--- config.mk ---
export PLATFORM = sky130hd
export DESIGN_NAME = masked_byte_pattern_unique_search
export DESIGN_NICKNAME = d
export VERILOG_FILES = /design/src/sv/mbpus_pkg.sv /design/src/sv/mbpus_cell.sv /design/src/sv/mbpus_check.sv /design/src/sv/masked_byte_pattern_unique_search.sv
export SDC_FILE = /design/constraint.sdc
export NUM_CORES = 1
export LEC_CHECK = 0
export BUFFER_PORTS_ARGS = -buffer_cell sky130_fd_sc_hd__buf_2
export CORE_ASPECT_RATIO = 0.75
export CORE_MARGIN = 2
export CORE_UTILIZATION = 45
export CTS_BUF_LIST = sky130_fd_sc_hd__clkbuf_16
export DETAILED_ROUTE_END_ITERATION = 8
export PLACE_DENSITY = 0.75
export SLEW_MARGIN = 10
export SYNTH_ARGS = -nofsm -noshare
export SYNTH_HDL_FRONTEND = slang
export SYNTH_SLANG_ARGS = --single-unit
--- constraint.sdc ---
create_clock -name i_clk -period 3.6 [get_ports i_clk]
set_input_delay 0 -clock i_clk [delete_from_list [all_inputs] [get_ports i_clk]]
set_output_delay 0 -clock i_clk [all_outputs]
set_load 0.02 [all_outputs]
--- src/sv/mbpus_pkg.sv ---
// ============================================================================
// mbpus_pkg - shared types and constants for the masked byte pattern search
// Holds the register index codes, result status codes, byte lane constants
// and the control bundle that the top level hands to every compare cell.
// ============================================================================
package mbpus_pkg;

    // Pattern bytes held in the configuration registers (two 64-bit words)
    localparam int CFG_LANES      = 16;
    localparam int LANES_PER_WORD = 8;
    localparam int CFG_DATA_W     = 64;
    localparam int LEN_W          = 5;
    localparam int CFG_INDEX_W    = 3;

    // Mask byte codes
    localparam logic [7:0] MASK_COMPARE = 8'hFF;
    localparam logic [7:0] MASK_IGNORE  = 8'h00;

    // Configuration register indexes
    typedef enum logic [CFG_INDEX_W-1:0] {
        CFG_PAT_LO  = 3'd0,
        CFG_PAT_HI  = 3'd1,
        CFG_MASK_LO = 3'd2,
        CFG_MASK_HI = 3'd3,
        CFG_LEN     = 3'd4
    } t_cfg_idx;

    // Result status codes
    typedef enum logic [1:0] {
        ST_UNIQUE    = 2'd0,
        ST_NOT_FOUND = 2'd1,
        ST_AMBIGUOUS = 2'd2,
        ST_INVALID   = 2'd3
    } t_status;

    // Per-beat control for the compare cells
    typedef struct packed {
        logic advance;  // a beat is taken this cycle
        logic clear;    // the beat closes the haystack
    } t_cell_ctl;

endpackage

--- src/sv/mbpus_cell.sv ---
// ============================================================================
// mbpus_cell - one pattern position of the compare chain
// Holds a single prefix-match bit: pattern bytes 0..k matched ending on the
// previous beat. The bit of the left neighbor extends by one byte each beat.
// ============================================================================
module mbpus_cell (
    input  logic                 i_clk,
    input  logic                 i_rst_n,
    input  mbpus_pkg::t_cell_ctl i_ctl,
    input  logic [7:0]           i_data_byte,
    input  logic [7:0]           i_pat_byte,
    input  logic [7:0]           i_mask_byte,
    input  logic                 i_prefix,
    output logic                 o_match_next,
    output logic                 o_match
);

    logic r_match;
    logic n_match;

    // Extend the neighbor's prefix by the current beat
    always_comb begin
        n_match = i_prefix &&
                  ((i_mask_byte != mbpus_pkg::MASK_COMPARE) || (i_data_byte == i_pat_byte));
    end

    // Hold the prefix bit; drop it at the end of a haystack
    always_ff @(posedge i_clk) begin
        if (!i_rst_n) begin
            r_match <= 1'b0;
        end else if (i_ctl.advance) begin
            r_match <= i_ctl.clear ? 1'b0 : n_match;
        end
    end

    assign o_match_next = n_match;
    assign o_match      = r_match;

endmodule

--- src/sv/mbpus_check.sv ---
// ============================================================================
// mbpus_check - pattern validity check
// A pattern is usable when its length is in range, every in-use mask byte is
// 00 or FF, and at least one in-use mask byte is FF.
// ============================================================================
module mbpus_check #(
    parameter int PATTERN_MAX = 16
) (
    input  logic [7:0]                  i_mask [PATTERN_MAX],
    input  logic [mbpus_pkg::LEN_W-1:0] i_len,
    output logic                        o_valid
);

    logic w_bad;
    logic w_any;

    // Scan the in-use mask bytes
    always_comb begin
        w_bad = 1'b0;
        w_any = 1'b0;
        for (int j = 0; j < PATTERN_MAX; j++) begin
            if (j < int'(i_len)) begin
                if ((i_mask[j] != mbpus_pkg::MASK_COMPARE) &&
                    (i_mask[j] != mbpus_pkg::MASK_IGNORE)) begin
                    w_bad = 1'b1;
                end
                if (i_mask[j] == mbpus_pkg::MASK_COMPARE) begin
                    w_any = 1'b1;
                end
            end
        end
    end

    assign o_valid = (i_len != '0) && (int'(i_len) <= PATTERN_MAX) && !w_bad && w_any;

endmodule

--- src/sv/masked_byte_pattern_unique_search.sv ---
// ============================================================================
// masked_byte_pattern_unique_search - streaming masked byte pattern search
// Scans a haystack one byte per beat for a masked pattern and reports one
// result beat per haystack: unique match, not found, ambiguous or invalid.
// ============================================================================
// Usage:
//   Input channel (i_valid / o_stall) carries one haystack byte per beat;
//   i_last marks the final byte. Output channel (o_valid / i_stall) carries
//   one result beat per haystack, issued only for a beat with i_last set.
//   Configuration is written through i_cfg_we / i_cfg_index / i_cfg_data
//   while no haystack is in flight.
//   Throughput: one byte per cycle. A row of PATTERN_MAX compare cells holds
//   prefix-match bits that advance one position per beat, so every alignment
//   ending on the current byte is resolved in the cycle it arrives.
//   Output: the result appears on o_valid in the cycle after the last byte
//   is taken, from a single output register.
//   Stall: while the output register is full and i_stall is high, o_stall is
//   raised and no byte is taken; otherwise bytes flow on every cycle.
//   Reset: configuration registers return to zero, the pattern reads as
//   invalid, the stream counters clear and the output register is empty.
//   Counters clear again after every last byte.
// ============================================================================
module masked_byte_pattern_unique_search #(
    parameter int PATTERN_MAX = 16,
    parameter int OFFSET_BITS = 24
) (
    input  logic                              i_clk,
    input  logic                              i_rst_n,
    // configuration write port
    input  logic                              i_cfg_we,
    input  logic [mbpus_pkg::CFG_INDEX_W-1:0] i_cfg_index,
    input  logic [mbpus_pkg::CFG_DATA_W-1:0]  i_cfg_data,
    // haystack channel
    input  logic                              i_valid,
    output logic                              o_stall,
    input  logic [7:0]                        i_data_byte,
    input  logic                              i_last,
    // result channel
    output logic                              o_valid,
    input  logic                              i_stall,
    output logic [1:0]                        o_status,
    output logic [OFFSET_BITS-1:0]            o_lead_offset,
    output logic [OFFSET_BITS-1:0]            o_hit_total
);

    localparam logic [OFFSET_BITS-1:0] OfsMax = '1;

    // Configuration registers
    logic [mbpus_pkg::CFG_DATA_W-1:0] r_pat_lo;
    logic [mbpus_pkg::CFG_DATA_W-1:0] r_pat_hi;
    logic [mbpus_pkg::CFG_DATA_W-1:0] r_mask_lo;
    logic [mbpus_pkg::CFG_DATA_W-1:0] r_mask_hi;
    logic [mbpus_pkg::LEN_W-1:0]      r_len;

    // Stream state
    logic [OFFSET_BITS-1:0] r_seen;
    logic [OFFSET_BITS-1:0] r_first;
    logic [OFFSET_BITS-1:0] r_count;
    logic [OFFSET_BITS-1:0] n_seen;
    logic [OFFSET_BITS-1:0] n_first;
    logic [OFFSET_BITS-1:0] n_count;

    // Output register
    logic                   r_out_valid;
    mbpus_pkg::t_status     r_status;
    logic [OFFSET_BITS-1:0] r_out_first;
    logic [OFFSET_BITS-1:0] r_out_count;
    mbpus_pkg::t_status     n_status;
    logic [OFFSET_BITS-1:0] n_out_first;
    logic [OFFSET_BITS-1:0] n_out_count;

    logic                 w_in_take;
    logic                 w_out_take;
    logic                 w_pat_valid;
    logic                 w_hit;
    logic [OFFSET_BITS-1:0] w_len_ext;
    mbpus_pkg::t_cell_ctl w_ctl;

    logic [7:0] w_pat  [PATTERN_MAX];
    logic [7:0] w_mask [PATTERN_MAX];
    logic       w_prefix     [PATTERN_MAX];
    logic       w_match_next [PATTERN_MAX];
    logic       w_match      [PATTERN_MAX];

    // Handshake
    assign o_stall    = r_out_valid && i_stall;
    assign w_in_take  = i_valid && !o_stall;
    assign w_out_take = r_out_valid && !i_stall;
    assign w_ctl.advance = w_in_take;
    assign w_ctl.clear   = w_in_take && i_last;

    // Configuration writes
    always_ff @(posedge i_clk) begin
        if (!i_rst_n) begin
            r_pat_lo  <= '0;
            r_pat_hi  <= '0;
            r_mask_lo <= '0;
            r_mask_hi <= '0;
            r_len     <= '0;
        end else if (i_cfg_we) begin
            unique case (i_cfg_index)
                mbpus_pkg::CFG_PAT_LO:  r_pat_lo  <= i_cfg_data;
                mbpus_pkg::CFG_PAT_HI:  r_pat_hi  <= i_cfg_data;
                mbpus_pkg::CFG_MASK_LO: r_mask_lo <= i_cfg_data;
                mbpus_pkg::CFG_MASK_HI: r_mask_hi <= i_cfg_data;
                mbpus_pkg::CFG_LEN:     r_len     <= i_cfg_data[mbpus_pkg::LEN_W-1:0];
                default: ;
            endcase
        end
    end

    // Split the registers into byte lanes and build the cell chain
    for (genvar j = 0; j < PATTERN_MAX; j++) begin : g_cell
        if (j < mbpus_pkg::LANES_PER_WORD) begin : g_lo
            assign w_pat[j]  = r_pat_lo[8*j +: 8];
            assign w_mask[j] = r_mask_lo[8*j +: 8];
        end else if (j < mbpus_pkg::CFG_LANES) begin : g_hi
            assign w_pat[j]  = r_pat_hi[8*(j-mbpus_pkg::LANES_PER_WORD) +: 8];
            assign w_mask[j] = r_mask_hi[8*(j-mbpus_pkg::LANES_PER_WORD) +: 8];
        end else begin : g_none
            assign w_pat[j]  = 8'h00;
            assign w_mask[j] = mbpus_pkg::MASK_IGNORE;
        end

        if (j == 0) begin : g_head
            assign w_prefix[j] = 1'b1;
        end else begin : g_link
            assign w_prefix[j] = w_match[j-1];
        end

        mbpus_cell u_cell (
            .i_clk        (i_clk),
            .i_rst_n      (i_rst_n),
            .i_ctl        (w_ctl),
            .i_data_byte  (i_data_byte),
            .i_pat_byte   (w_pat[j]),
            .i_mask_byte  (w_mask[j]),
            .i_prefix     (w_prefix[j]),
            .o_match_next (w_match_next[j]),
            .o_match      (w_match[j])
        );
    end

    mbpus_check #(
        .PATTERN_MAX (PATTERN_MAX)
    ) u_check (
        .i_mask  (w_mask),
        .i_len   (r_len),
        .o_valid (w_pat_valid)
    );

    // Tap the cell whose position closes the pattern
    always_comb begin
        w_hit = 1'b0;
        for (int j = 0; j < PATTERN_MAX; j++) begin
            if ((int'(r_len) == j + 1) && w_match_next[j]) begin
                w_hit = 1'b1;
            end
        end
        w_hit = w_hit && w_pat_valid;
    end

    assign w_len_ext = OFFSET_BITS'(r_len);

    // Advance the byte counter, first offset and match count
    always_comb begin
        n_seen  = (r_seen == OfsMax) ? r_seen : r_seen + OFFSET_BITS'(1);
        n_first = r_first;
        n_count = r_count;
        if (w_hit) begin
            if (r_count == '0) begin
                n_first = r_seen - (w_len_ext - OFFSET_BITS'(1));
            end
            if (r_count != OfsMax) begin
                n_count = r_count + OFFSET_BITS'(1);
            end
        end
    end

    // Form the result for a last beat
    always_comb begin
        n_out_first = '0;
        n_out_count = '0;
        priority if (!w_pat_valid) begin
            n_status = mbpus_pkg::ST_INVALID;
        end else if (n_count == '0) begin
            n_status = mbpus_pkg::ST_NOT_FOUND;
        end else if (n_count == OFFSET_BITS'(1)) begin
            n_status    = mbpus_pkg::ST_UNIQUE;
            n_out_first = n_first;
            n_out_count = n_count;
        end else begin
            n_status    = mbpus_pkg::ST_AMBIGUOUS;
            n_out_first = n_first;
            n_out_count = n_count;
        end
    end

    // Hold stream counters; clear them after a last beat
    always_ff @(posedge i_clk) begin
        if (!i_rst_n) begin
            r_seen  <= '0;
            r_first <= '0;
            r_count <= '0;
        end else if (w_in_take) begin
            if (i_last) begin
                r_seen  <= '0;
                r_first <= '0;
                r_count <= '0;
            end else begin
                r_seen  <= n_seen;
                r_first <= n_first;
                r_count <= n_count;
            end
        end
    end

    // Output register: load on a last beat, drop once taken
    always_ff @(posedge i_clk) begin
        if (!i_rst_n) begin
            r_out_valid <= 1'b0;
        end else if (w_ctl.clear) begin
            r_out_valid <= 1'b1;
        end else if (w_out_take) begin
            r_out_valid <= 1'b0;
        end
    end

    always_ff @(posedge i_clk) begin
        if (w_ctl.clear) begin
            r_status    <= n_status;
            r_out_first <= n_out_first;
            r_out_count <= n_out_count;
        end
    end

    assign o_valid       = r_out_valid;
    assign o_status      = r_status;
    assign o_lead_offset = r_out_first;
    assign o_hit_total   = r_out_count;

    // Checks
    a_last_gives_result: assert property (@(posedge i_clk) disable iff (!i_rst_n)
        (i_valid && !o_stall && i_last) |=> o_valid)
        else $error("last beat taken without a result beat");

    a_counters_cleared: assert property (@(posedge i_clk) disable iff (!i_rst_n)
        (i_valid && !o_stall && i_last) |=> (r_seen == '0 && r_count == '0 && r_first == '0))
        else $error("stream counters not cleared after last beat");

    a_unique_count: assert property (@(posedge i_clk) disable iff (!i_rst_n)
        (o_valid && r_status == mbpus_pkg::ST_UNIQUE) |-> (o_hit_total == OFFSET_BITS'(1)))
        else $error("unique match with count other than one");

    a_empty_result: assert property (@(posedge i_clk) disable iff (!i_rst_n)
        (o_valid && (r_status == mbpus_pkg::ST_NOT_FOUND || r_status == mbpus_pkg::ST_INVALID))
        |-> (o_lead_offset == '0 && o_hit_total == '0))
        else $error("no-match result carries offset or count");

endmodule

=== Word level (Yosys, flattened, before mapping) ===
Index checks and enable logic that the tools add are counted.
Widths: inputs -> output; s select.

* Register bits: 399
* Input port bits: 81
* Output and inout port bits: 52

* Add/subtract/negate cells: 4
* $lt $le $gt $ge: 17
* Eq/ne operators: 72
* Muxes and demuxes: 107
* Bitwise gates (word level): 1
* Reductions and logical operators: 102

{| class="wikitable"
|+ Operators by type and width
! operator !! count
|-
| $mux 24 || 8
|-
| $eq 8x8->1 || 16
|-
| $eq 8x8->1 const B || 16
|-
| $ne 8x8->1 const B || 16
|-
| $reduce_bool 8->1 || 16
|-
| $mux 1 || 97
|-
| $logic_and 1x1->1 || 55
|-
| $add 24x1->24 const B || 2
|-
| $logic_not 24->1 || 2
|-
| $eq 5x5->1 const B || 9
|-
| $lt 4x5->1 const A || 8
|-
| $eq 24x1->1 const B || 1
|-
| $eq 24x24->1 const B || 1
|-
| $ne 24x24->1 const B || 1
|-
| $sub 24x24->24 || 1
|-
| $eq 5x4->1 const B || 4
|-
| $lt 3x5->1 const A || 4
|-
| $logic_or 1x1->1 || 16
|-
| $reduce_and 2->1 || 6
|-
| $eq 5x3->1 const B || 2
|-
| $lt 1x5->1 const A || 2
|-
| $lt 2x5->1 const A || 2
|-
| $eq 3x2->1 const B || 2
|-
| $sub 5x1->6 const B || 1
|-
| 12 further kinds || 15
|}

=== Longest topological paths before layout ===
* Word-level depth: 42
* Depth in mapped cells: 18
* Depth with buffers taken out: 17

=== Cells and area by module ===
From an unflattened synthesis, not the netlist that was laid out.

* Cells, all modules: 2477
* Area total of the unflattened synthesis: 20573.5 um^2

{| class="wikitable"
|+ Modules (own cells, without submodules)
! module !! times used !! cells an instance !! area each (um^2)
|-
| masked_byte_pattern_unique_search || 1 || 2010 || 17052.6
|-
| mbpus_cell || 16 || 19 || 155.1
|-
| mbpus_check || 1 || 163 || 1038.5
|}

=== Least setup slack after synthesis ===
Ideal clock, no wire load.

* Path kind: reg-to-reg
* Start: register r_len[1] in the netlist's numbering
* End: register r_out_first[22], in the netlist o_lead_offset[22], data pin
* Setup time: 0.256 ns
* Arrival time: 3.464 ns
* Data required time: 3.344 ns
* Setup slack: -0.119 ns
* Stages on the path, launching flop included: 18
* Buffers on the path: 1
* Path through: dfxtp_1 clkbuf_1 inv_1 ha_1 inv_1 fa_1 nor2b_1 o31ai_1 a2111oi_0 o31ai_1 a21boi_0 o21ai_0 a22oi_1 a41oi_1 o21ba_2 xnor2_1 nand2_1 a21oi_1

* Word-level cells in the longest chain between the ends: 39

{| class="wikitable"
|+ Ends and longest elaborated chain
! item !! line !! source
|-
| start: declaration || masked_byte_pattern_unique_search.sv:53 || <nowiki>logic [mbpus_pkg::LEN_W-1:0] r_len;</nowiki>
|-
| start signal: assignment || masked_byte_pattern_unique_search.sv:106 || <nowiki>mbpus_pkg::CFG_LEN: r_len <= i_cfg_data[mbpus_pkg::LEN_W-1:0];</nowiki>
|-
| $lt 1x5->1 || mbpus_check.sv:22 || <nowiki>if (j < int'(i_len)) begin</nowiki>
|-
| $mux 1 || mbpus_check.sv:22 ||
|-
| $mux 1 || mbpus_check.sv:23 || <nowiki>if ((i_mask[j] != mbpus_pkg::MASK_COMPARE) &&</nowiki>
|-
| $mux 1 || mbpus_check.sv:22 ||
|-
| $mux 1 || mbpus_check.sv:23 ||
|-
| $mux 1 || mbpus_check.sv:22 ||
|-
| $mux 1 || mbpus_check.sv:23 ||
|-
| $mux 1 || mbpus_check.sv:22 ||
|-
| [... 22 more ...] || n/a ||
|-
| $mux 1 || mbpus_check.sv:23 ||
|-
| $mux 1 || mbpus_check.sv:22 ||
|-
| $logic_not 1->1 || mbpus_check.sv:34 || <nowiki>assign o_valid = (i_len != '0) && (int'(i_len) <= PATTERN_MAX) && !w_bad && w_any;</nowiki>
|-
| $logic_and 1x1->1 (2 in series) || mbpus_check.sv:34 ||
|-
| $logic_and 1x1->1 || masked_byte_pattern_unique_search.sv:160 || <nowiki>w_hit = w_hit && w_pat_valid;</nowiki>
|-
| $mux 24 || masked_byte_pattern_unique_search.sv:170 || <nowiki>if (w_hit) begin</nowiki>
|-
| $logic_not 24->1 || masked_byte_pattern_unique_search.sv:186 || <nowiki>end else if (n_count == '0) begin</nowiki>
|-
| $reduce_or 2->1 (no source line) || n/a ||
|-
| end signal: assignment || masked_byte_pattern_unique_search.sv:232 || <nowiki>r_out_first <= n_out_first;</nowiki>
|-
| end: declaration || masked_byte_pattern_unique_search.sv:66 || <nowiki>logic [OFFSET_BITS-1:0] r_out_first;</nowiki>
|}

Several ways; a longest one is shown, not always the timed one.
A chain may end at the register's enable or synchronous reset.

=== Final worst setup path ===
* Start: register r_len[2] in the netlist's numbering
* End: register r_out_count[19], in the netlist o_hit_total[19], data pin

* Word-level cells in the longest chain between the ends: 39

{| class="wikitable"
|+ Ends and longest elaborated chain
! item !! line !! source
|-
| $lt 1x5->1 || mbpus_check.sv:22 ||
|-
| $mux 1 || mbpus_check.sv:22 ||
|-
| $mux 1 || mbpus_check.sv:23 ||
|-
| $mux 1 || mbpus_check.sv:22 ||
|-
| $mux 1 || mbpus_check.sv:23 ||
|-
| $mux 1 || mbpus_check.sv:22 ||
|-
| $mux 1 || mbpus_check.sv:23 ||
|-
| $mux 1 || mbpus_check.sv:22 ||
|-
| [... 22 more ...] || n/a ||
|-
| $mux 1 || mbpus_check.sv:23 ||
|-
| $mux 1 || mbpus_check.sv:22 ||
|-
| $logic_not 1->1 || mbpus_check.sv:34 ||
|-
| $logic_and 1x1->1 (2 in series) || mbpus_check.sv:34 ||
|-
| $logic_and 1x1->1 || masked_byte_pattern_unique_search.sv:160 ||
|-
| $mux 24 || masked_byte_pattern_unique_search.sv:170 ||
|-
| $logic_not 24->1 || masked_byte_pattern_unique_search.sv:186 ||
|-
| $reduce_or 2->1 (no source line) || n/a ||
|-
| end signal: assignment || masked_byte_pattern_unique_search.sv:233 || <nowiki>r_out_count <= n_out_count;</nowiki>
|-
| end: declaration || masked_byte_pattern_unique_search.sv:67 || <nowiki>logic [OFFSET_BITS-1:0] r_out_count;</nowiki>
|}

Several ways; a longest one is shown, not always the timed one.

==> impl_metrics.py <==
metrics = {
    "run_status": {
        "status": "complete, but fails checks",
        "failed_checks": "negative setup slack",
    },
    "sta": {
        "fmax_mhz": 271,
        "worst_slew_pin_slew_ps": 1210,
        "final_max_slew_viol_count": 0,
        "finalCritPeriodShare": 1.03,
        "hold_viol": 0,
        "setup-tns-final_ps": -2680,
        "slew-limit-headroom": 0.191,
        "fin_skew_ps": 19.0,
        "rsz0062_at_grt": "yes",
        "finalSetupViolCount": 42,
        "layout_min_cycle_time_ps": 3690,
        "fin_ws_ps": -94.2,
    },
    "die": {
        "die_x_um": 247,
        "dieArea_mm2": 0.0460,
        "ios": 133,
        "coreArea_mm2": 0.0435,
        "fp-row-count": 66,
        "die_h_um": 186,
        "start_util": 0.458,
    },
    "place": {
        "io_buffers": 132,
        "post-place-cells": 3129,
        "gp_congestion": 0.937,
        "placed_area_mm2": 0.0221,
        "pre_cts_slack_ps": -232,
        "hpwlAfterDp_mm": 40.3,
    },
    "hold_path": {
        "hold_depth": 4,
        "hold_end": "r_pat_hi[38]",
        "hold_class": "in -> reg",
        "min_from": "i_cfg_index[1]",
    },
    "setup_path": {
        "reg2reg_to": "o_hit_total[19]",
        "critPathLaunchType": "flip-flop",
        "required_ps": 3900,
        "crit_fanout": 8,
        "critPathArrivalTime_ps": 3990,
        "worstSetupEndpointType": "flip-flop",
        "rr_worst_depth": 14,
        "r2r_slack_ps": -90,
        "reg2reg_from": "r_len[2]",
        "crit_type": "reg -> reg",
    },
    "detailed_routing": {
        "via_per_inst": 5.57,
        "vias": 18308,
        "drc": 0,
        "drtAntennaViolNets": 0,
        "wl_met3_mm": 4.27,
        "met2_length_mm": 26.4,
        "top_layer_used": "met4",
        "wl_per_cell_um": 18.0,
        "first_pass_iters": 6,
        "drt-total-wl_mm": 59.1,
        "wl_met1_mm": 27.3,
        "drtIter0Drc": 1477,
    },
    "clock_network": {
        "cts_buffers": 41,
        "cts_max_path_buffers": 3,
        "cts_tree": "yes",
        "cts.sinks": 399,
        "clk_pin_slew_ps": 70,
        "cts-root-buf": "clkbuf_16",
        "clock_latency_ps": 560,
        "htreeDepth": 2,
    },
    "logic_synthesis": {
        "ys.flop_type": "dfxtp_1",
        "synth_area_per_cell_um2": 8.23,
        "ys_seq_area_frac": 0.426,
        "synth-edff-count": 50,
        "synthesis.nets": 2534,
        "synthArstFlopShare": 0,
        "yosys_warnings": 0,
        "synth.distinct_cells": 73,
        "synth_area_mm2": 0.0199,
        "ys_seq_elements": 399,
        "synthCells": 2422,
    },
    "global_route": {
        "grt_start_max_net_pins": 148,
        "grt_pass1_wl_mm": 91.1,
        "grt_pass1_vias": 17119,
        "track_usage": 0.248,
        "antenna_found_initial": 0,
        "grt-ovfl-total": 0,
    },
    "final_layout": {
        "fin_cells": 3286,
        "drive_gt1_frac": 0.178,
        "multi_input_area_mm2": 0.0113,
        "final_cell_mix": "612 x nand2_1, 339 x dfxtp_1, 271 x a21boi_0, 163 x xnor2_1, 143 x buf_4",
        "regArea_mm2": 0.00850,
        "area_growth_syn_to_layout_pct": 24.3,
        "final_common_cell": "nand2_1",
        "final_area_mm2": 0.0248,
        "fillCellCount": 3803,
        "n_antenna_cell": 0,
        "fin_nets": 2789,
    },
    "power_and_ir_drop": {
        "powerDensity_mw_per_mm2": 388,
        "p_leak_nw": 8.54,
        "power_mw": 9.61,
        "ir_worst_vdd_v": 0.000343,
    },
    "job": {
        "cap_viol_max_count": 0,
    },
}
## layout make-up
type | instances | share of cell area
clock buffers | 43 | 0.0435
inverters | 21 | 0.00318
well taps | 578 | 0.0292
multi-input cells | 1839 | 0.454
clock inverters | 31 | 0.00647
repair buffers | 375 | 0.120
flip-flops and latches | 399 | 0.343
## worst max-delay path by stage
stage / slack (ps) / endpoint / cells past startpoint / from
6_report: -90 / o_hit_total[19] / 14 / r_len[2]
5_1_grt: -210 / o_hit_total[19] / 14 / r_mask_hi[17]
3_5_place_dp: -230 / o_lead_offset[20] / 18 / r_len[2]
3_3_place_gp: -220 / o_lead_offset[14] / 13 / r_mask_lo[36]
4_1_cts: 10 / o_lead_offset[9] / 14 / r_mask_lo[37]
2_1_floorplan: 6 / o_lead_offset[22] / 17 / r_len[1]
## cell usage after synthesis, types with 32 or more instances
library cell | instances | area [µm²]
a21boi_0 | 272 | 2040
a21oi_1 | 80 | 400
clkbuf_1 | 118 | 443
dfxtp_1 | 349 | 6990
edfxtp_1 | 50 | 1500
nand2_1 | 616 | 2310
nand3_1 | 49 | 245
nand4_1 | 92 | 576
nor2_1 | 126 | 473
nor2b_1 | 48 | 300
nor4_1 | 32 | 200
o21ai_0 | 71 | 355
xnor2_1 | 165 | 1450
xor2_1 | 36 | 315
## flip-flops by register name (all words and copies together), names as in the netlist
register,cells
r_seen,24
o_hit_total,24
r_first,24
r_len,5
g_cell.u_cell.o_match,15
r_pat_hi,64
r_pat_lo,64
o_valid,1
r_count,24
r_mask_hi,64
o_lead_offset,24
o_status,2
r_mask_lo,64
## per-layer routing
metal | vias to the layer above | GRT usage
met4 | 0 | 0.0617
met3 | 88 | 0.0367
met2 | 593 | 0.395
li1 | 8800 | -
met5 | - | 0
met1 | 8827 | 0.352
## report_power, final
group | switching (mW) | total [mW] | internal (mW)
registers | 0.0553 | 4.65 | 4.59
clock network | 1.79 | 4.01 | 2.22
logic | 0.551 | 0.952 | 0.402
## worst max-delay path, cell delays in order, from the launching register on
cell       delay, ps
dfxtp_2          330
buf_6            130
a211oi_4         260
a211oi_2          90
a2111oi_4        370
nand4_1          160
or3_4            470
a31oi_4          290
nand4b_1         230
mux2i_2          300
nand4_1          190
o21ai_4          210
buf_6            180
clkbuf_16        180
nor2_4            30
## logic make-up (layout without fill, tap and decap cells)
family / count (synthesis) / in the layout / share of synthesized area
multiplexers: 9 / 9 / 0.00452
XOR/XNOR: 201 / 201 / 0.0883
flip-flops: 399 / 399 / 0.426
AND/OR/NAND/NOR: 1079 / 1079 / 0.243
buffers and inverters: 185 / 470 / 0.0386
adder cells (fa/ha/maj): 31 / 31 / 0.0198
AO/OA/AOI/OAI: 518 / 519 / 0.179
## metrics by stage
step / hold slack (ps) / util
3_5_place_dp: 300 / 0.507
4_1_cts: 12.1 / 0.553
6_report: 15.1 / 0.569
5_1_grt: 45.6 / 0.569
3_3_place_gp: 291 / 0.507
2_1_floorplan: 145 / -
## what timing repair did
| action | CTS | global route |
|---|---|---|
| hold endpoints to repair | 262 | 0 |
| cloned | 1 | 5 |
| pin swaps | 1 | 43 |
| setup endpoints to repair | 49 | 53 |
| hold buffers | 66 | 0 |
| buffers inserted | 2 | 9 |
| gates resized for setup | 23 | 121 |
Power figures use the tool's default switching activity.
